<file path="src/hw/rtl/assert_macros.svh">
// assertion macros used by go_to_goal_controller_unit
// depends on nothing; define SYNTH to drop the checks
`ifndef ASSERT_MACROS_SVH
`define ASSERT_MACROS_SVH
`ifndef SYNTH
`define GGC_ASSERT_IMP(label, clk, rst_n, ante, cons) \
    label: assert property (@(posedge clk) disable iff (!rst_n) (ante) |-> (cons)) \
        else $error("same-cycle check failed");
`define GGC_ASSERT_NXT(label, clk, rst_n, ante, cons) \
    label: assert property (@(posedge clk) disable iff (!rst_n) (ante) |=> (cons)) \
        else $error("next-cycle check failed");
`else
`define GGC_ASSERT_IMP(label, clk, rst_n, ante, cons)
`define GGC_ASSERT_NXT(label, clk, rst_n, ante, cons)
`endif
`endif

</file>
<file path="src/hw/rtl/ggc_pkg.sv">
// types, constants and tables of the go-to-goal controller
// depends on nothing
`default_nettype none
package ggc_pkg;
    localparam int CORDIC_ITERATIONS = 16;
    localparam int CORDIC_IW = $clog2(CORDIC_ITERATIONS);
    localparam int CW = 37;
    localparam int ZW = 20;
    localparam int HALF_PI_Q16 = 102944;
    localparam int SQ_W = 64;
    localparam int SQ_STEPS = 32;
    localparam int SQ_CW = $clog2(SQ_STEPS);
    localparam int MW = 34;
    localparam int CFG_IW = 3;
    localparam int CFG_DW = 23;

    typedef enum logic [CFG_IW-1:0] {
        CFG_TOL  = 3'd0,
        CFG_RAD  = 3'd1,
        CFG_MAX  = 3'd2,
        CFG_GAIN = 3'd3,
        CFG_OFS  = 3'd4,
        CFG_TURN = 3'd5
    } t_cfg_idx;

    typedef enum logic [3:0] {
        S_IDLE, S_QMUL, S_YAW, S_BRG, S_CMP, S_ABS, S_MMUL, S_SQRT, S_SPD, S_OUT
    } t_state;

    function automatic logic signed [ZW-1:0] atan_lut(input logic [CORDIC_IW-1:0] i);
        logic signed [ZW-1:0] v;
        case (32'(i))
            0:  v = ZW'(51472);
            1:  v = ZW'(30386);
            2:  v = ZW'(16055);
            3:  v = ZW'(8150);
            4:  v = ZW'(4091);
            5:  v = ZW'(2047);
            6:  v = ZW'(1024);
            7:  v = ZW'(512);
            8:  v = ZW'(256);
            9:  v = ZW'(128);
            10: v = ZW'(64);
            11: v = ZW'(32);
            12: v = ZW'(16);
            13: v = ZW'(8);
            14: v = ZW'(4);
            15: v = ZW'(2);
            16: v = ZW'(1);
            default: v = '0;
        endcase
        return v;
    endfunction
endpackage
`default_nettype wire

</file>
<file path="src/hw/rtl/ggc_isqrt.sv">
// bit-pair integer square root, one result bit per cycle
// depends on ggc_pkg
`default_nettype none
module ggc_isqrt (
    input  logic                        i_clk,
    input  logic                        i_rst_n,
    input  logic                        i_start,
    input  logic [ggc_pkg::SQ_W-1:0]    i_n,
    output logic                        o_done,
    output logic [ggc_pkg::SQ_W/2-1:0]  o_root
);
    import ggc_pkg::*;

    logic [SQ_W-1:0] r_n, r_r, r_bit;
    logic [SQ_CW-1:0] r_cnt;
    logic r_busy, r_done;
    logic [SQ_W-1:0] trial;

    assign trial = r_r + r_bit;

    always_ff @(posedge i_clk) begin
        if (!i_rst_n) begin
            r_busy <= 1'b0;
            r_done <= 1'b0;
        end else begin
            r_done <= 1'b0;
            if (i_start) begin
                r_busy <= 1'b1;
                r_n <= i_n;
                r_r <= '0;
                r_bit <= SQ_W'(1) << (SQ_W - 2);
                r_cnt <= '0;
            end else if (r_busy) begin
                if (r_n >= trial) begin
                    r_n <= r_n - trial;
                    r_r <= (r_r >> 1) + r_bit;
                end else begin
                    r_r <= r_r >> 1;
                end
                r_bit <= r_bit >> 2;
                r_cnt <= r_cnt + 1'b1;
                if (r_cnt == SQ_CW'(SQ_STEPS - 1)) begin
                    r_busy <= 1'b0;
                    r_done <= 1'b1;
                end
            end
        end
    end

    assign o_done = r_done;
    assign o_root = r_r[SQ_W/2-1:0];
endmodule
`default_nettype wire

</file>
<file path="config.mk">
export PLATFORM = sky130hd
export DESIGN_NAME = ggc_isqrt
export DESIGN_NICKNAME = d
export VERILOG_FILES = /design/src/hw/rtl/assert_macros.svh /design/src/hw/rtl/ggc_pkg.sv /design/src/hw/rtl/ggc_isqrt.sv
export SDC_FILE = /design/constraint.sdc
export NUM_CORES = 1
export LEC_CHECK = 0
export ABC_CLOCK_PERIOD_IN_PS = 15000
export CAP_MARGIN = 40
export CORE_ASPECT_RATIO = 1.2
export CORE_MARGIN = 2
export CORE_UTILIZATION = 60
export CTS_CLUSTER_SIZE = 20
export DETAILED_ROUTE_END_ITERATION = 6
export DONT_BUFFER_PORTS = 1
export PLACE_DENSITY_LB_ADDON = 0.3
export REMOVE_ABC_BUFFERS = 1
export SETUP_SLACK_MARGIN = 0.3
export SYNTH_ARGS = -nofsm -noshare
export SYNTH_HDL_FRONTEND = slang
export SYNTH_SLANG_ARGS = --single-unit
</file>
<file path="constraint.sdc">
create_clock -name i_clk -period 15 [get_ports i_clk]
set_input_delay 3 -clock i_clk [delete_from_list [all_inputs] [get_ports i_clk]]
set_output_delay 3 -clock i_clk [all_outputs]
set_load 0.02 [all_outputs]
</file>
---- Word level (Yosys, flattened, before mapping) ----
Index checks and enable logic that the tools add are counted.
word-level totals
  register bits after elaboration ......... 167
  output and inout bits ................... 33
operators by class
  reduce and logical (&&, ||, !) cells .... 5
  multiplexer cells ....................... 11
  $add $sub $neg .......................... 4
  equal/unequal tests ..................... 1
  $lt $le $gt $ge ......................... 1
  bitwise operators ....................... 2
operators by type and width
  kind                 number
  $mux 64              5
  $add 63x63->64       1
  $add 64x63->64       1
  $ge 64x64->1         1
  $sub 64x64->64       1
  $mux 63              1
  $add 5x1->5 const B  1
  $eq 5x5->1 const B   1
  $mux 5               1
  $mux 1               4
  $reduce_bool 2->1    2
  $reduce_and 3->1     1
  $reduce_or 3->1      1
  $not 1->1            2
  $reduce_and 2->1     1

---- Logic depth before layout (Yosys ltp) ----
  depth after elaboration ................. 5
  mapped depth ............................ 25
  gate-level depth less buffers ........... 23

---- Least setup slack after synthesis ----
Ideal clock, no wire load.
  kind .................................... reg-to-reg
  start ................................... register r_r[4]
  end ..................................... register r_n[0] (enable)
  buffers on the path ..................... 3
  path slack .............................. 7.042 ns
  data required time ...................... 14.493 ns
  setup time .............................. 0.507 ns
  cell stages (with the launch flop) ...... 21
  data arrival time ....................... 7.451 ns
  path through ............................ edfxtp_1 -> ha_1 -> a21o_1 -> a311oi_1 -> o31ai_1 -> and3_1 -> a31o_2 -> a21oi_1 -> o31ai_1 -> a31oi_1 -> xor2_1 -> ha_1 -> clkbuf_1 -> nand4_1 -> or3_1 -> a31oi_1 -> o31ai_1 -> and3_1 -> buf_2 -> buf_2 -> a21oi_1
on the way
  word-level cells in the longest chain between the ends .. 4
RTL lines
  element                      line             RTL
  start: declaration           ggc_isqrt.sv:14  logic [SQ_W-1:0] r_n, r_r, r_bit;
  start signal: assignment     ggc_isqrt.sv:36  r_r <= (r_r >> 1) + r_bit;
  start signal: assignment     ggc_isqrt.sv:38  r_r <= r_r >> 1;
  $add 64x63->64               ggc_isqrt.sv:19  assign trial = r_r + r_bit;
  $ge 64x64->1                 ggc_isqrt.sv:34  if (r_n >= trial) begin
  $reduce_bool 2->1 (no line)  -
  $reduce_and 3->1 (no line)   -
  end signal: assignment       ggc_isqrt.sv:29  r_n <= i_n;
  end signal: assignment       ggc_isqrt.sv:35  r_n <= r_n - trial;
  end: declaration             ggc_isqrt.sv:14
No other way between the ends.
A chain may end at the register's enable or synchronous reset.

---- Worst setup path after layout ----
  start ................................... register r_r[4]
  end ..................................... register r_n[63] (enable)
The elaborated chain is that of the path after synthesis.

==> impl_metrics.csv <==
group,metric,value,unit
grt,track_usage,30.5,%
sta,slew_violations,0,
cts,post_cts_resized,0,
sta,maxSlewHeadroom,30.4,%
worst_setup_path,critical_path_class,"reg -> reg",
cts,clkSinkCount,167,
yosys,synthTopCellsByCount,"nand2_1 (213), nor2_1 (176), edfxtp_1 (165)",
route,finalWirelength,42800,um
worst_setup_path,crit_path_end_kind,"register",
run_status,status,"finished, final reports clean",
cts,cts_buffers,17,
finish,area_growth,3.28,%
floorplanning,start_util,60.5,%
worst_setup_path,critPathMaxFanout,63,
placed_design,place_worst_setup_slack,8.53,ns
sta,clock_skew,0.0151,ns
route,drt_iter0_markers,1111,
finish,seqCellArea,0.00499,mm^2
power,ir_worst_vdd,0.000102,V
finish,insertedDiodeCount,0,
grt,grt_pass1_wl,68900,um
yosys,synthCells,1873,
floorplanning,core_area,0.0261,mm^2
sta,fin_crit_sh,44.7,%
power,leakage,0.00594,uW
worst_setup_path,path_cells,"ha_1 > a21o_1 > a311oi_1 > nor4_1 > nor2_1 > o21ai_1 > a31oi_1 > o31ai_1 > a21boi_1 > o21ai_1 > xnor2_1 > ha_1 > nand4_1 > nor2_1 > nand2_1 > inv_1 > a41o_1 > o31ai_1 > and3_1 > buf_4 > a21oi_4 > buf_4",
cts,post-cts-setup-buffer-count,0,
yosys,syn_area,0.0158,mm^2
yosys,synthFlopType,"edfxtp_1",
yosys,synth_area_leaders,"edfxtp_1 (31%), ha_1 (10%), nand2_1 (5.1%), xnor2_1 (4.9%), xor2_1 (4.4%)",
yosys,yosysMostFrequentCell,"nand2_1",
yosys,yosysUniqueCellTypes,78,
placed_design,hpwl,31800,um
route,routed_via_density,6.63,
grt,first_global_vias,13389,
cts,clock_latency,0.44,ns
worst_setup_path,cp_data_arrival_time,6.77,ns
cts,cts_tree,"yes",
sta,min_period,6.71,ns
worst_setup_path,path_delay_family,"compound AO/OA/AOI/OAI gates",
yosys,synth_top_cell_by_area,"edfxtp_1",
yosys,ys_ff_latch,167,
finish,fill_cells,2226,
sta,setup_ws,8.29,ns
grt,antenna_found_initial,0,
sta,timing.fmax,0.149,GHz
sta,hold_viol,0,
route,route.detailed.drc,0,
worst_setup_path,cp.buffers_inverters,3,
cts,hold_buffers,0,
finish,multi_input_area,0.0101,mm^2
cts,cts-root-buf,"clkbuf_16",
grt,grt_max_degree,223,
finish,drive_above_1_share,3.94,%
yosys,synth_edf_count,165,
placed_design,gp_congestion,0.966,
sta,rsz0062_at_grt,"no",
yosys,seq_area_frac_synth,31.6,%
min_path,min_path_type,"reg -> reg",
yosys,yosysWarnings,0,
sta,finalSetupViolCount,0,
yosys,synth_top_area_share,31.4,%
yosys,synth_area_per_cell,8.43,um^2
floorplanning,die-height,182,um
cts,clockBufferDepth,2,
cts,htree_levels,4,
route,num_vias,14148,
route,dr.pass1.iters,6,
worst_setup_path,crit_path_max_incr_delay,0.69,ns
job,maxCapViolCount,0,
worst_setup_path,crit_required,15.07,ns
floorplanning,die_w,152,um
floorplanning,row_count,65,
sta,worst_slew_pin_slew,1.04,ns
floorplanning,die_area,0.0276,mm^2
cts,clk_pin_slew,0.07,ns
route,routedWlPerCell,20.1,um
worst_setup_path,startpoint_type,"register",
finish,finalCoreUtilization,62.5,%
floorplanning,io_pins,100,
yosys,ys_async_sr_fraction,0,%
worst_setup_path,slowest_stage,"nor4_1",
power,power.density,132,mW/mm^2
route,ant_nets,0,
finish,nets,1987,
grt,overflow,0,
placed_design,numPortBuffers,0,
sta,hold_slack,0.477,ns
sta,setup_tns,0,ns
-- worst reg2reg max path: cells and delay by family (launching register included) --
kind | cells | cell delay [ns]
AOI/OAI and AO/OA | 10 | 2.24
and+or+nand+nor | 6 | 1.45
buffers and inverters | 3 | 0.98
adders and majority gates | 2 | 0.89
DFF | 1 | 0.58
xor gates and xnor gates | 1 | 0.10
-- kinds of logic (layout without fill, tap and decap cells) --
group	count (synthesis)	after routing	share of synthesized area, %
AND/OR/NAND/NOR	665	665	19.9
AO/OA/AOI/OAI	588	588	23.9
XOR/XNOR	168	168	9.32
flip-flops	167	167	31.6
buffers and inverters	147	74	4.33
adder cells (fa/ha/maj)	133	133	10.6
multiplexers	5	5	0.341
-- cells in the final DEF, fill, tap and decap left out, types with 4 or more instances in the layout --
master / Yosys / layout
a21o_1: 46 / 46
buf_4: 32 / 5
nor2b_1: 53 / 53
o21ai_1: 43 / 43
nor2_1: 176 / 176
a211oi_1: 27 / 27
or3_1: 14 / 14
nor3b_1: 4 / 4
clkbuf_16: 0 / 17
ha_1: 132 / 132
a311oi_1: 5 / 5
o21ai_0: 105 / 105
o211ai_1: 13 / 13
a221oi_1: 5 / 5
and2_1: 20 / 20
a31oi_1: 65 / 65
xnor2_1: 89 / 89
a21boi_0: 5 / 5
clkinvlp_4: 0 / 5
and3_1: 24 / 24
o31a_1: 5 / 5
nor3_1: 22 / 22
a21oi_1: 135 / 134
xor2_1: 79 / 79
a21boi_1: 4 / 4
edfxtp_1: 165 / 165
nor4_1: 10 / 10
nand4_1: 52 / 52
a31o_2: 11 / 11
nand3b_1: 4 / 4
o21a_1: 21 / 21
nand2_1: 213 / 213
nand3_1: 43 / 42
inv_1: 34 / 33
o21bai_1: 29 / 29
nand2b_1: 15 / 15
and4_1: 7 / 7
o31ai_1: 22 / 22
-- layer usage --
layer / wire, um / track usage (%)
met1: 17900 / 38.5
met2: 20200 / 50.7
met3: 2970 / 5.66
met4: 1760 / 14.3
met5: 0 / 0
-- cell type report --
cell class	instances	area share [%]
Clock inverter	15	0.882
Timing Repair Buffer	7	0.384
Tap cell	335	2.57
Clock buffer	17	2.61
Multi-Input combinational cell	1559	62.1
Inverter	35	0.821
Sequential cell	167	30.6
-- power by group --
part           internal (uW)  switching [uW]
Clock                    232             204
Sequential               602            79.2
Combinational            397             643
-- registers in the layout, summed over array words and instances (netlist names) --
register  count
o_done        1
r_r          64
r_cnt         5
r_bit        32
r_n          64
r_busy        1
-- final timing paths --
path	startpoint	end	slack (ns)	depth (start not counted)
hold / removal	r_busy	o_done	0.48	1
hold reg to reg	r_busy	o_done	0.48	1
setup / recovery	r_r[4]	r_n[63]	8.29	22
setup reg to reg	r_r[4]	r_n[63]	8.29	22
-- per-stage QoR --
stage / total power [uW] / std cells / cell area (um^2)
floorplan: 1450 / 1761 / 15200
global placement: 1680 / 2101 / 15700
detailed placement: 1700 / 2103 / 15700
CTS: 2140 / 2135 / 16300
global route: 2290 / 2135 / 16300
finish: 2160 / 2135 / 16300
Power figures use the tool's default switching activity.
