===== src/hw/rtl/assert_macros.svh =====
// assertion macros used by go_to_goal_controller_unit
// depends on nothing; define SYNTH to drop the checks
`ifndef ASSERT_MACROS_SVH
`define ASSERT_MACROS_SVH
`ifndef SYNTH
`define GGC_ASSERT_IMP(label, clk, rst_n, ante, cons) \
    label: assert property (@(posedge clk) disable iff (!rst_n) (ante) |-> (cons)) \
        else $error("same-cycle check failed");
`define GGC_ASSERT_NXT(label, clk, rst_n, ante, cons) \
    label: assert property (@(posedge clk) disable iff (!rst_n) (ante) |=> (cons)) \
        else $error("next-cycle check failed");
`else
`define GGC_ASSERT_IMP(label, clk, rst_n, ante, cons)
`define GGC_ASSERT_NXT(label, clk, rst_n, ante, cons)
`endif
`endif


===== src/hw/rtl/ggc_pkg.sv =====
// types, constants and tables of the go-to-goal controller
// depends on nothing
`default_nettype none
package ggc_pkg;
    localparam int CORDIC_ITERATIONS = 16;
    localparam int CORDIC_IW = $clog2(CORDIC_ITERATIONS);
    localparam int CW = 37;
    localparam int ZW = 20;
    localparam int HALF_PI_Q16 = 102944;
    localparam int SQ_W = 64;
    localparam int SQ_STEPS = 32;
    localparam int SQ_CW = $clog2(SQ_STEPS);
    localparam int MW = 34;
    localparam int CFG_IW = 3;
    localparam int CFG_DW = 23;

    typedef enum logic [CFG_IW-1:0] {
        CFG_TOL  = 3'd0,
        CFG_RAD  = 3'd1,
        CFG_MAX  = 3'd2,
        CFG_GAIN = 3'd3,
        CFG_OFS  = 3'd4,
        CFG_TURN = 3'd5
    } t_cfg_idx;

    typedef enum logic [3:0] {
        S_IDLE, S_QMUL, S_YAW, S_BRG, S_CMP, S_ABS, S_MMUL, S_SQRT, S_SPD, S_OUT
    } t_state;

    function automatic logic signed [ZW-1:0] atan_lut(input logic [CORDIC_IW-1:0] i);
        logic signed [ZW-1:0] v;
        case (32'(i))
            0:  v = ZW'(51472);
            1:  v = ZW'(30386);
            2:  v = ZW'(16055);
            3:  v = ZW'(8150);
            4:  v = ZW'(4091);
            5:  v = ZW'(2047);
            6:  v = ZW'(1024);
            7:  v = ZW'(512);
            8:  v = ZW'(256);
            9:  v = ZW'(128);
            10: v = ZW'(64);
            11: v = ZW'(32);
            12: v = ZW'(16);
            13: v = ZW'(8);
            14: v = ZW'(4);
            15: v = ZW'(2);
            16: v = ZW'(1);
            default: v = '0;
        endcase
        return v;
    endfunction
endpackage
`default_nettype wire


===== src/hw/rtl/ggc_cordic.sv =====
// iterative cordic vectoring unit, atan2 in radians, signed 20-bit q4.16
// depends on ggc_pkg
`default_nettype none
module ggc_cordic (
    input  logic                            i_clk,
    input  logic                            i_rst_n,
    input  logic                            i_start,
    input  logic signed [ggc_pkg::CW-1:0]   i_y,
    input  logic signed [ggc_pkg::CW-1:0]   i_x,
    output logic                            o_done,
    output logic signed [ggc_pkg::ZW-1:0]   o_z
);
    import ggc_pkg::*;

    logic signed [CW-1:0] r_x, r_y;
    logic signed [ZW-1:0] r_z;
    logic [CORDIC_IW-1:0] r_i;
    logic r_busy, r_done, r_zero;
    logic signed [CW-1:0] xs, ys;
    logic signed [ZW-1:0] a;
    logic last;

    assign xs = r_x >>> r_i;
    assign ys = r_y >>> r_i;
    assign a = atan_lut(r_i);
    assign last = (r_i == CORDIC_IW'(CORDIC_ITERATIONS - 1));

    always_ff @(posedge i_clk) begin
        if (!i_rst_n) begin
            r_busy <= 1'b0;
            r_done <= 1'b0;
        end else begin
            r_done <= r_busy && last;
            if (i_start) begin
                r_busy <= 1'b1;
                r_i <= '0;
                r_zero <= (i_x == '0) && (i_y == '0);
                if (i_x < 0) begin
                    if (i_y >= 0) begin
                        r_x <= i_y;
                        r_y <= -i_x;
                        r_z <= ZW'(HALF_PI_Q16);
                    end else begin
                        r_x <= -i_y;
                        r_y <= i_x;
                        r_z <= -ZW'(HALF_PI_Q16);
                    end
                end else begin
                    r_x <= i_x;
                    r_y <= i_y;
                    r_z <= '0;
                end
            end else if (r_busy) begin
                if (r_y > 0) begin
                    r_x <= r_x + ys;
                    r_y <= r_y - xs;
                    r_z <= r_z + a;
                end else begin
                    r_x <= r_x - ys;
                    r_y <= r_y + xs;
                    r_z <= r_z - a;
                end
                r_i <= r_i + 1'b1;
                if (last) begin
                    r_busy <= 1'b0;
                end
            end
        end
    end

    assign o_done = r_done;
    assign o_z = r_zero ? '0 : r_z;
endmodule
`default_nettype wire


===== config.mk =====
export PLATFORM = sky130hd
export DESIGN_NAME = ggc_cordic
export DESIGN_NICKNAME = d
export VERILOG_FILES = /design/src/hw/rtl/assert_macros.svh /design/src/hw/rtl/ggc_pkg.sv /design/src/hw/rtl/ggc_cordic.sv
export SDC_FILE = /design/constraint.sdc
export NUM_CORES = 1
export LEC_CHECK = 0
export BUFFER_PORTS_ARGS = -buffer_cell sky130_fd_sc_hd__buf_2
export CORE_MARGIN = 1.5
export CORE_UTILIZATION = 35
export CTS_BUF_LIST = sky130_fd_sc_hd__clkbuf_8
export DETAILED_ROUTE_END_ITERATION = 10
export PLACE_DENSITY = 0.57
export SYNTH_ARGS = -nofsm -noshare
export SYNTH_HDL_FRONTEND = slang
export SYNTH_SLANG_ARGS = --single-unit
export TNS_END_PERCENT = 5

===== constraint.sdc =====
create_clock -name i_clk -period 11.69 [get_ports i_clk]
set_input_delay 1.7535 -clock i_clk [delete_from_list [all_inputs] [get_ports i_clk]]
set_output_delay 1.7535 -clock i_clk [all_outputs]
set_load 0.05 [all_outputs]

# Word-level counts from Yosys, hierarchy flattened
# Memories as Yosys holds them, arrays and structs flattened. A register that Yosys moved wholly into a read port is not among the register bits.
# Index checks and enable logic that the tools add are counted.
[op_classes] addsub=9 magnitude_cmp=3 n_eq_ne=1 shifts=2 mux=22 reduce_logical=7
[op_table] cell="$mux W37" count=10
[op_table] cell="$mux W20" count=6
[op_table] cell="$add A37 B37 Y37" count=2
[op_table] cell="$logic_not A37 Y1" count=2
[op_table] cell="$neg A37 Y37" count=2
[op_table] cell="$sshr A37 B4 Y37" count=2
[op_table] cell="$sub A37 B37 Y37" count=2
[op_table] cell="$ge A37 B1 Y1 const B" count=1
[op_table] cell="$gt A37 B1 Y1 const B" count=1
[op_table] cell="$lt A37 B1 Y1 const B" count=1
[op_table] cell="$add A20 B20 Y20" count=1
[op_table] cell="$sub A20 B20 Y20" count=1
[op_table] cell="$mux W4" count=3
[op_table] cell="$add A4 B1 Y4 const B" count=1
[op_table] cell="$eq A4 B4 Y1 const B" count=1
[op_table] cell="$reduce_and A2 Y1" count=2
[op_table] cell="$mux W1" count=3
[op_table] cell="$logic_and A1 B1 Y1" count=2
[op_table] cell="$reduce_bool A2 Y1" count=1
[word_totals] regBits=101 mem_bits_ro=256 input_bits=77 out_inout_bits=21 word_cells=52 memories=1
[mem_list] name="(no name shown)" words=16 word_bits=16 read_ports=1 rd_clocked_by_memory_dff=1 write_ports=0 line_no="ggc_pkg.sv:32" text="case (32'(i))"

# Longest topological paths before layout
# Gate-level depths: netlist of run 1.
[depth] ltp_word=5 mapped_depth=32 ltp_nobuf=24

# Least setup slack after synthesis of run 1
# No wires, ideal clock.
[synth_path] path_type="register to register" from="register r_i[0]" to="register r_y[33] (data pin)" setup_time_ns=0.256 arrival_ns=6.109 t_required_ns=11.434 slack_ns=5.325 stages_incl_launch_ff=30 synth_period_minus_slack_ns=6.365 path_cell_list="edfxtp_1 > buf_2 > buf_2 > buf_2 > buf_2 > buf_2 > buf_4 > buf_4 > clkbuf_1 > clkbuf_1 > a21oi_1 > mux2i_1 > o21ai_0 > ha_1 > and2_1 > and3_1 > a41oi_1 > xnor2_1 > ha_1 > clkbuf_1 > a211oi_1 > nand2_1 > or4_1 > o31ai_1 > o21ba_2 > nand2_1 > o31ai_1 > o41a_1 > a221o_1 > a41o_1"
[synth_via] elab_chain_len=5 word_cells_on_any_way=6 classes_between="add/sub (2); shift (1); mux (3)"
[synth_rtl] item="start, declared" line_no="ggc_cordic.sv:17" text="logic [CORDIC_IW-1:0] r_i;"
[synth_rtl] item="start signal, assigned" line_no="ggc_cordic.sv:63" text="r_i <= r_i + 1'b1;"
[synth_rtl] item="$sshr A37 B4 Y37 *" line_no="ggc_cordic.sv:23" text="assign xs = r_x >>> r_i;"
[synth_rtl] item="$add A37 B37 Y37 or $sub A37 B37 Y37 (tied branches)" line_no="ggc_cordic.sv:60, ggc_cordic.sv:56"
[synth_rtl] item="$mux W37 *" line_no="ggc_cordic.sv:54" text="if (r_y > 0) begin"
[synth_rtl] item="$mux W37 *" line_no="ggc_cordic.sv:53" text="end else if (r_busy) begin"
[synth_rtl] item="$mux W37 *" line_no="ggc_cordic.sv:34" text="if (i_start) begin"
[synth_rtl] item="end signal, assigned" line_no="ggc_cordic.sv:41" text="r_y <= -i_x;"
[synth_rtl] item="end signal, assigned" line_no="ggc_cordic.sv:56" text="r_y <= r_y - xs;"
[synth_rtl] item="end signal, assigned" line_no="ggc_cordic.sv:60" text="r_y <= r_y + xs;"
[synth_rtl] item="end, declared" line_no="ggc_cordic.sv:15" text="logic signed [CW-1:0] r_x, r_y;"
# Mark *: on every way between the ends. The rest lies on a longest branch, timed or not. The select of a mux whose other input is x is not followed.
# A chain may end at the register's enable or synchronous reset.

# Worst setup path in the final report of run 1
[layout_path] from="register r_i[1]" to="register r_x[36] (data pin)"
[layout_via] elab_chain_len=5 word_cells_on_any_way=6 classes_between="add/sub (2); shift (1); mux (3)"
[layout_rtl] item="$sshr A37 B4 Y37 *" line_no="ggc_cordic.sv:24" text="assign ys = r_y >>> r_i;"
[layout_rtl] item="$sub A37 B37 Y37 or $add A37 B37 Y37 (tied branches)" line_no="ggc_cordic.sv:59, ggc_cordic.sv:55"
[layout_rtl] item="$mux W37 *" line_no="ggc_cordic.sv:54"
[layout_rtl] item="$mux W37 *" line_no="ggc_cordic.sv:53"
[layout_rtl] item="$mux W37 *" line_no="ggc_cordic.sv:34"
[layout_rtl] item="end signal, assigned" line_no="ggc_cordic.sv:40" text="r_x <= i_y;"
[layout_rtl] item="end signal, assigned" line_no="ggc_cordic.sv:55" text="r_x <= r_x + ys;"
[layout_rtl] item="end signal, assigned" line_no="ggc_cordic.sv:59" text="r_x <= r_x - ys;"
[layout_rtl] item="end, declared" line_no="ggc_cordic.sv:15"
# Marked as above.

==> results of run 1 <==
==> path summary, 6_finish.rpt <==
| check | start | end | slack [ns] | depth (start not counted) |
|---|---|---|---|---|
| max | r_i[1]$_SDFFCE_PP0P_ | r_x[36]$_DFFE_PP_ | 4.27 | 23 |
| min | r_busy$_SDFF_PN0_ | o_done$_SDFF_PN0_ | 0.50 | 2 |
| max reg2reg | r_i[1]$_SDFFCE_PP0P_ | r_x[36]$_DFFE_PP_ | 4.27 | 23 |
| min reg2reg | r_busy$_SDFF_PN0_ | o_done$_SDFF_PN0_ | 0.50 | 2 |
==> cell type report <==
cell class / instances / area, µm² / area share
Tap cell: 672 / 841 / 0.0441
Clock buffer: 19 / 262 / 0.0137
Multi-Input combinational cell: 1798 / 13600 / 0.713
Inverter: 52 / 198 / 0.0104
Sequential cell: 117 / 3330 / 0.175
Clock inverter: 13 / 225 / 0.0118
Timing Repair Buffer: 114 / 618 / 0.0324
==> sequential cells by signal, summed over array words and instances (netlist names) <==
name,count
r_busy,1
r_i,4
r_x,37
r_y,37
r_z,20
a,16
o_done,1
r_zero,1
==> layer usage <==
metal | track usage | up-vias | part of all wire
met3 | 0.0376 | 106 | 0.074
met4 | 0.0770 | 0 | 0.028
met2 | 0.339 | 737 | 0.44
met5 | 0 | - | 0
met1 | 0.312 | 8153 | 0.46
li1 | - | 7992 | -
==> metrics by stage <==
stage               hold WS, ns  setup WS, ns  instance area, µm²
floorplan                 0.454          5.33               17700
global placement          0.482          4.52               18600
detailed placement        0.492          4.39               18600
CTS                       0.496          4.37               19100
global route              0.545          3.81               19100
finish                    0.499          4.27               19100
==> cell families (layout without fill, tap and decap cells) <==
| group | count (synthesis) | count (layout) | synth area share |
|---|---|---|---|
| adder cells (fa/ha/maj) | 107 | 107 | 0.0767 |
| multiplexers | 178 | 178 | 0.166 |
| XOR/XNOR | 211 | 211 | 0.104 |
| AO/OA/AOI/OAI | 666 | 666 | 0.239 |
| AND/OR/NAND/NOR | 636 | 636 | 0.180 |
| flip-flops | 117 | 117 | 0.188 |
| buffers and inverters | 168 | 198 | 0.0470 |
==> cells in the final DEF (no fill, tap or decap), types with 25 or more instances in the layout <==
| master | netlist | layout |
|---|---|---|
| sky130_fd_sc_hd__buf_2 | 14 | 95 |
| sky130_fd_sc_hd__inv_1 | 49 | 49 |
| sky130_fd_sc_hd__edfxtp_1 | 99 | 99 |
| sky130_fd_sc_hd__o211ai_1 | 71 | 71 |
| sky130_fd_sc_hd__a21oi_1 | 163 | 163 |
| sky130_fd_sc_hd__o21ai_0 | 175 | 175 |
| sky130_fd_sc_hd__mux4_1 | 38 | 38 |
| sky130_fd_sc_hd__nor2_1 | 130 | 130 |
| sky130_fd_sc_hd__mux2i_1 | 59 | 59 |
| sky130_fd_sc_hd__nand3_1 | 37 | 37 |
| sky130_fd_sc_hd__mux4_2 | 37 | 37 |
| sky130_fd_sc_hd__nand2_1 | 200 | 200 |
| sky130_fd_sc_hd__xnor2_1 | 108 | 108 |
| sky130_fd_sc_hd__mux2_2 | 40 | 40 |
| sky130_fd_sc_hd__a31oi_1 | 25 | 25 |
| sky130_fd_sc_hd__ha_1 | 104 | 104 |
| sky130_fd_sc_hd__a21o_1 | 49 | 49 |
| sky130_fd_sc_hd__nor3_1 | 42 | 42 |
| sky130_fd_sc_hd__nor2b_1 | 40 | 40 |
| sky130_fd_sc_hd__o31ai_1 | 39 | 38 |
| sky130_fd_sc_hd__xor2_1 | 103 | 103 |
| sky130_fd_sc_hd__nand2b_1 | 27 | 27 |
==> power by group <==
group | switching [mW] | total, mW | internal [mW]
Clock | 0.191 | 0.477 | 0.286
Combinational | 1.32 | 2.29 | 0.971
Sequential | 0.164 | 0.750 | 0.586
Total | 1.67 | 3.52 | 1.84
==> tightest hold or removal path, delay by kind of cell (launching register included) <==
kind             cells  cell delay [ns]
DFF                  1             0.36
and+or+nand+nor      2             0.11
==> results_dict.tcl, run 1 <==
set metrics [dict create \
    cp_data_required_time_ns 11.89 \
    die_height_um 228 \
    fin_worst_skew_ns 0.0166 \
    synth.area.top_cells "sky130_fd_sc_hd__edfxtp_1 17%, sky130_fd_sc_hd__ha_1 7.3%, sky130_fd_sc_hd__mux4_1 5.6%, sky130_fd_sc_hd__xnor2_1 5.3%, sky130_fd_sc_hd__xor2_1 5.1%" \
    worst_pin_slew_ns 1.10 \
    grt-ovfl-total 0 \
    postCtsSetupBuffers 0 \
    drc 0 \
    netlist-cell-type-count 94 \
    cts_hold_buf 0 \
    synth_sequential_area_ratio 0.188 \
    synth.cell_area_um2 17700 \
    crit_path_end_kind "register" \
    grt_util_overall 0.221 \
    setup.worst_path.start_class "register" \
    worst-path-max-fanout 57 \
    cp_top_family "compound AO/OA/AOI/OAI gates" \
    power_per_cell_area_nw_per_um2 184 \
    run_status "complete, no violations" \
    numClockSinks 117 \
    synth_largest_area_cell "sky130_fd_sc_hd__edfxtp_1" \
    die_w_um 228 \
    overall_power_mw 3.52 \
    dp_hpwl_mm 45.0 \
    final_min_period_over_clock_period 0.635 \
    drt_iter0_markers 1931 \
    drive_above_1_share 0.122 \
    wire_length_of_the_first_global_routing_pass_mm 91.3 \
    asyncSetResetFlopFracSynth 0 \
    num_antenna_cells 0 \
    synth_enable_flop_cells 99 \
    final-max-slew-violation-count 0 \
    h-tree-depth 4 \
    final.setup.tns_ns 0 \
    report.final.hold_viol_count 0 \
    numPlacedInstances 2753 \
    total_die_area_um2 52100 \
    fmax_ghz 0.135 \
    fillers 5162 \
    standard_cell_rows 82 \
    final_core_utilization 0.381 \
    grt_max_degree 94 \
    finish.net_count 2284 \
    drt.antenna.violating_nets 0 \
    total_buffers_and_inverters_traversed_by_the_critical_path 2 \
    drt-vias-per-instance 6.10 \
    place.gp.congestion 0.929 \
    rsz0062_at_grt "no" \
    core_area_um2 50100 \
    synth_warnings 0 \
    antenna_found_initial 0 \
    cp_cell_sequence "buf_4 > buf_4 > mux4_1 > mux2i_1 > nor2_1 > a221oi_1 > nand4_1 > or3_1 > and2_1 > nor3b_1 > a21oi_1 > o32ai_1 > ha_1 > and4_1 > nand2_1 > o211ai_1 > a21o_1 > a31oi_1 > a21boi_0 > o21ai_0 > a31oi_1 > xnor2_1 > o22ai_1" \
    place.port_buffers 97 \
    setup_viol 0 \
    power_leakage_nw 7.33 \
    syn2layout_area_growth_pct 7.40 \
    grt_pass1_vias 15800 \
    ys.flop_type "sky130_fd_sc_hd__edfxtp_1" \
    path_clk_slew_ns 0.08 \
    clockRootBuffer "sky130_fd_sc_hd__clkbuf_8" \
    num_io_pins 98 \
    avgRoutedWirePerCell_um 21.2 \
    cpMaxStageDelayCell "sky130_fd_sc_hd__buf_4" \
    ctsLongestPathBuffers 2 \
    clock_latency_ns 0.48 \
    finish.cell_count_without_fillers 2785 \
    cts_tree "yes" \
    drt-pass1-iter-count 5 \
    cts-buffers-inserted 17 \
    setup.worst_path.class "reg -> reg" \
    ys_ff_latch 117 \
    dr_total_vias 17000 \
    synthesis.instances 2083 \
    number_of_maximum_capacitance_constraint_violations 0 \
    worst_rel_slew_slack 0.263 \
    synth_common_cells "200 x sky130_fd_sc_hd__nand2_1, 175 x sky130_fd_sc_hd__o21ai_0, 163 x sky130_fd_sc_hd__a21oi_1, 130 x sky130_fd_sc_hd__nor2_1, 108 x sky130_fd_sc_hd__xnor2_1" \
    period_needed_ns 7.42 \
    hp-class "reg -> reg" \
    yosys.cell_count.top_type "sky130_fd_sc_hd__nand2_1" \
    critical_path.max_stage_delay_ns 0.80 \
    detail_route.wirelength_mm 58.9 \
    syn_avg_cell_area_um2 8.52 \
    syn_nets 2267 \
    postCtsResizedCells 0 \
    worst_ir_drop_vdd_v 0.0000880 \
    initial_core_util 0.354 \
    synth_largest_type_area_fraction 0.168 \
    data_arrival_time_of_the_worst_path_ns 7.62 \
]
(Power assumes the default switching activity.)
==> run 2: changes to the inputs <==
- clock period: 11.69 -> 7.3 ns (I/O delays scaled with it)
==> run 2 against run 1 <==
Effect of this change:
- sequential power grew 60%
- power rose by 59%
- critical endpoint is now r_y[36]$_DFFE_PP_
- flip-flop and latch count stayed put
- largest power group unchanged
==> results_dict.tcl, run 2 (synthesized netlist as in run 1, its figures left out) <==
set metrics [dict create \
    detail_route.wirelength_mm 59.8 \
    core_area_um2 50100 \
    period_needed_ns 6.48 \
    fmax_ghz 0.154 \
    finish.cell_count_without_fillers 2794 \
    total_die_area_um2 52100 \
    h-tree-depth 4 \
    fin_worst_skew_ns 0.0273 \
    avgRoutedWirePerCell_um 21.4 \
    setup.worst_path.class "reg -> reg" \
    cts_hold_buf 0 \
    cts_tree "yes" \
    worst_pin_slew_ns 1.08 \
    cts-buffers-inserted 17 \
    dp_hpwl_mm 46.0 \
    worst_rel_slew_slack 0.275 \
    mostFrequentLayoutCell "sky130_fd_sc_hd__nand2_1" \
    cp_data_required_time_ns 7.56 \
    final.setup.tns_ns 0 \
    drive_above_1_share 0.125 \
    numClockSinks 117 \
    drt-vias-per-instance 6.11 \
    layout_top_registers "r_x (37), r_y (37), r_z (20)" \
    grt_util_overall 0.225 \
    clockRootBuffer "sky130_fd_sc_hd__clkbuf_8" \
    postCtsResizedCells 0 \
    standard_cell_rows 82 \
    clock_latency_ns 0.51 \
    postCtsSetupBuffers 0 \
    drt_iter0_markers 2025 \
    hp-class "reg -> reg" \
    final_core_utilization 0.382 \
    fillers 5187 \
    report.final.hold_viol_count 0 \
    wire_length_of_the_first_global_routing_pass_mm 92.4 \
    die_w_um 228 \
    number_of_maximum_capacitance_constraint_violations 0 \
    placement.cell_area_um2 18700 \
    grt_max_degree 106 \
    hold_ws_ns 0.496 \
    die_height_um 228 \
    place.port_buffers 97 \
    drt.antenna.violating_nets 0 \
    run_status "complete, no violations" \
    drc 0 \
    worst_ir_drop_vdd_v 0.000130 \
    syn2layout_area_growth_pct 7.80 \
    data_arrival_time_of_the_worst_path_ns 6.74 \
    path_clk_slew_ns 0.10 \
    place.gp.congestion 0.933 \
    ctsLongestPathBuffers 2 \
    dr_total_vias 17100 \
    layout_common_cells "200 x sky130_fd_sc_hd__nand2_1, 175 x sky130_fd_sc_hd__o21ai_0, 163 x sky130_fd_sc_hd__a21oi_1" \
    initial_core_util 0.354 \
    setup_viol 0 \
    power_per_cell_area_nw_per_um2 293 \
    grt_pass1_vias 15900 \
    drt-pass1-iter-count 8 \
    final-max-slew-violation-count 0 \
    worst-path-max-fanout 72 \
    final_min_period_over_clock_period 0.888 \
    power_leakage_nw 7.36 \
    rsz0062_at_grt "no" \
    num_io_pins 98 \
    numPlacedInstances 2760 \
    setup.worst_path.start_class "register" \
    finish.net_count 2291 \
    grt-ovfl-total 0 \
    antenna_found_initial 2 \
    postLayoutCellArea_um2 19100 \
    crit_path_end_kind "register" \
]
run 2: cell types whose count changed in the layout (fill, tap and decap cells not counted), moves of 2 or more:
cell,previous run,this run
sky130_fd_sc_hd__buf_4,19,21
sky130_fd_sc_hd__clkbuf_8,19,17
sky130_fd_sc_hd__bufinv_16,6,4
sky130_fd_sc_hd__clkinv_4,1,5
sky130_fd_sc_hd__diode_2,0,2
sky130_fd_sc_hd__buf_12,0,5
run 2: power by group:
part | internal, mW | leakage [nW] | switching, mW | total (mW)
Sequential | 0.938 | 1.10 | 0.265 | 1.20
Combinational | 1.58 | 6.04 | 2.13 | 3.71
Clock | 0.374 | 0.227 | 0.324 | 0.698
Total | 2.89 | 7.36 | 2.72 | 5.61
run 2: cell type report:
class                           count  area, µm²  area share
Clock inverter                     15        203      0.0106
Antenna cell                        2       5.00    0.000262
Clock buffer                       17        234      0.0122
Timing Repair Buffer              121        733      0.0383
Inverter                           52        198      0.0103
Tap cell                          672        841      0.0440
Multi-Input combinational cell   1798      13600       0.710
Sequential cell                   117       3330       0.174
run 2: through the flow:
stage	setup slack, ns	total power, mW
floorplan	0.935	3.88
global placement	1.01	4.80
detailed placement	0.954	4.82
CTS	0.914	5.55
global route	0.314	6.01
finish	0.818	5.61
run 2: final timing paths:
check / slack, ns / cells after the start / from / to
hold reg to reg: 0.50 / 2 / r_busy$_SDFF_PN0_ / o_done$_SDFF_PN0_
hold / removal: 0.50 / 2 / r_busy$_SDFF_PN0_ / o_done$_SDFF_PN0_
setup / recovery: 0.82 / 22 / r_i[1]$_SDFFCE_PP0P_ / r_y[36]$_DFFE_PP_
setup reg to reg: 0.82 / 22 / r_i[1]$_SDFFCE_PP0P_ / r_y[36]$_DFFE_PP_
run 2: layer usage:
| metal | share of wire | track usage | vias to the layer above | wire length, µm |
|---|---|---|---|---|
| met5 | 0 | 0 | - | 0 |
| met4 | 0.029 | 0.0795 | 0 | 1730 |
| met3 | 0.079 | 0.0368 | 107 | 4700 |
| met2 | 0.44 | 0.347 | 734 | 26600 |
| met1 | 0.45 | 0.317 | 8190 | 26800 |
| li1 | - | - | 8035 | - |
run 2: worst max-delay path: stages, from the launching register on:
cell and delay, ns:
sky130_fd_sc_hd__edfxtp_1 0.39, sky130_fd_sc_hd__buf_12 0.24, sky130_fd_sc_hd__buf_12 0.38, sky130_fd_sc_hd__mux4_1 0.67
sky130_fd_sc_hd__mux2_4 0.29, sky130_fd_sc_hd__or4b_4 0.54, sky130_fd_sc_hd__a211oi_4 0.29, sky130_fd_sc_hd__nor4b_2 0.36
sky130_fd_sc_hd__nand2b_1 0.12, sky130_fd_sc_hd__or2_4 0.26, sky130_fd_sc_hd__nor3_2 0.25, sky130_fd_sc_hd__nand2b_1 0.16
sky130_fd_sc_hd__xor2_1 0.32, sky130_fd_sc_hd__ha_1 0.36, sky130_fd_sc_hd__nor2b_1 0.15, sky130_fd_sc_hd__o21ai_0 0.14
sky130_fd_sc_hd__nand2b_1 0.10, sky130_fd_sc_hd__nand2_1 0.08, sky130_fd_sc_hd__o211ai_1 0.14, sky130_fd_sc_hd__o41ai_1 0.41
sky130_fd_sc_hd__o21ai_0 0.19, sky130_fd_sc_hd__xnor2_1 0.15, sky130_fd_sc_hd__a2bb2oi_1 0.13
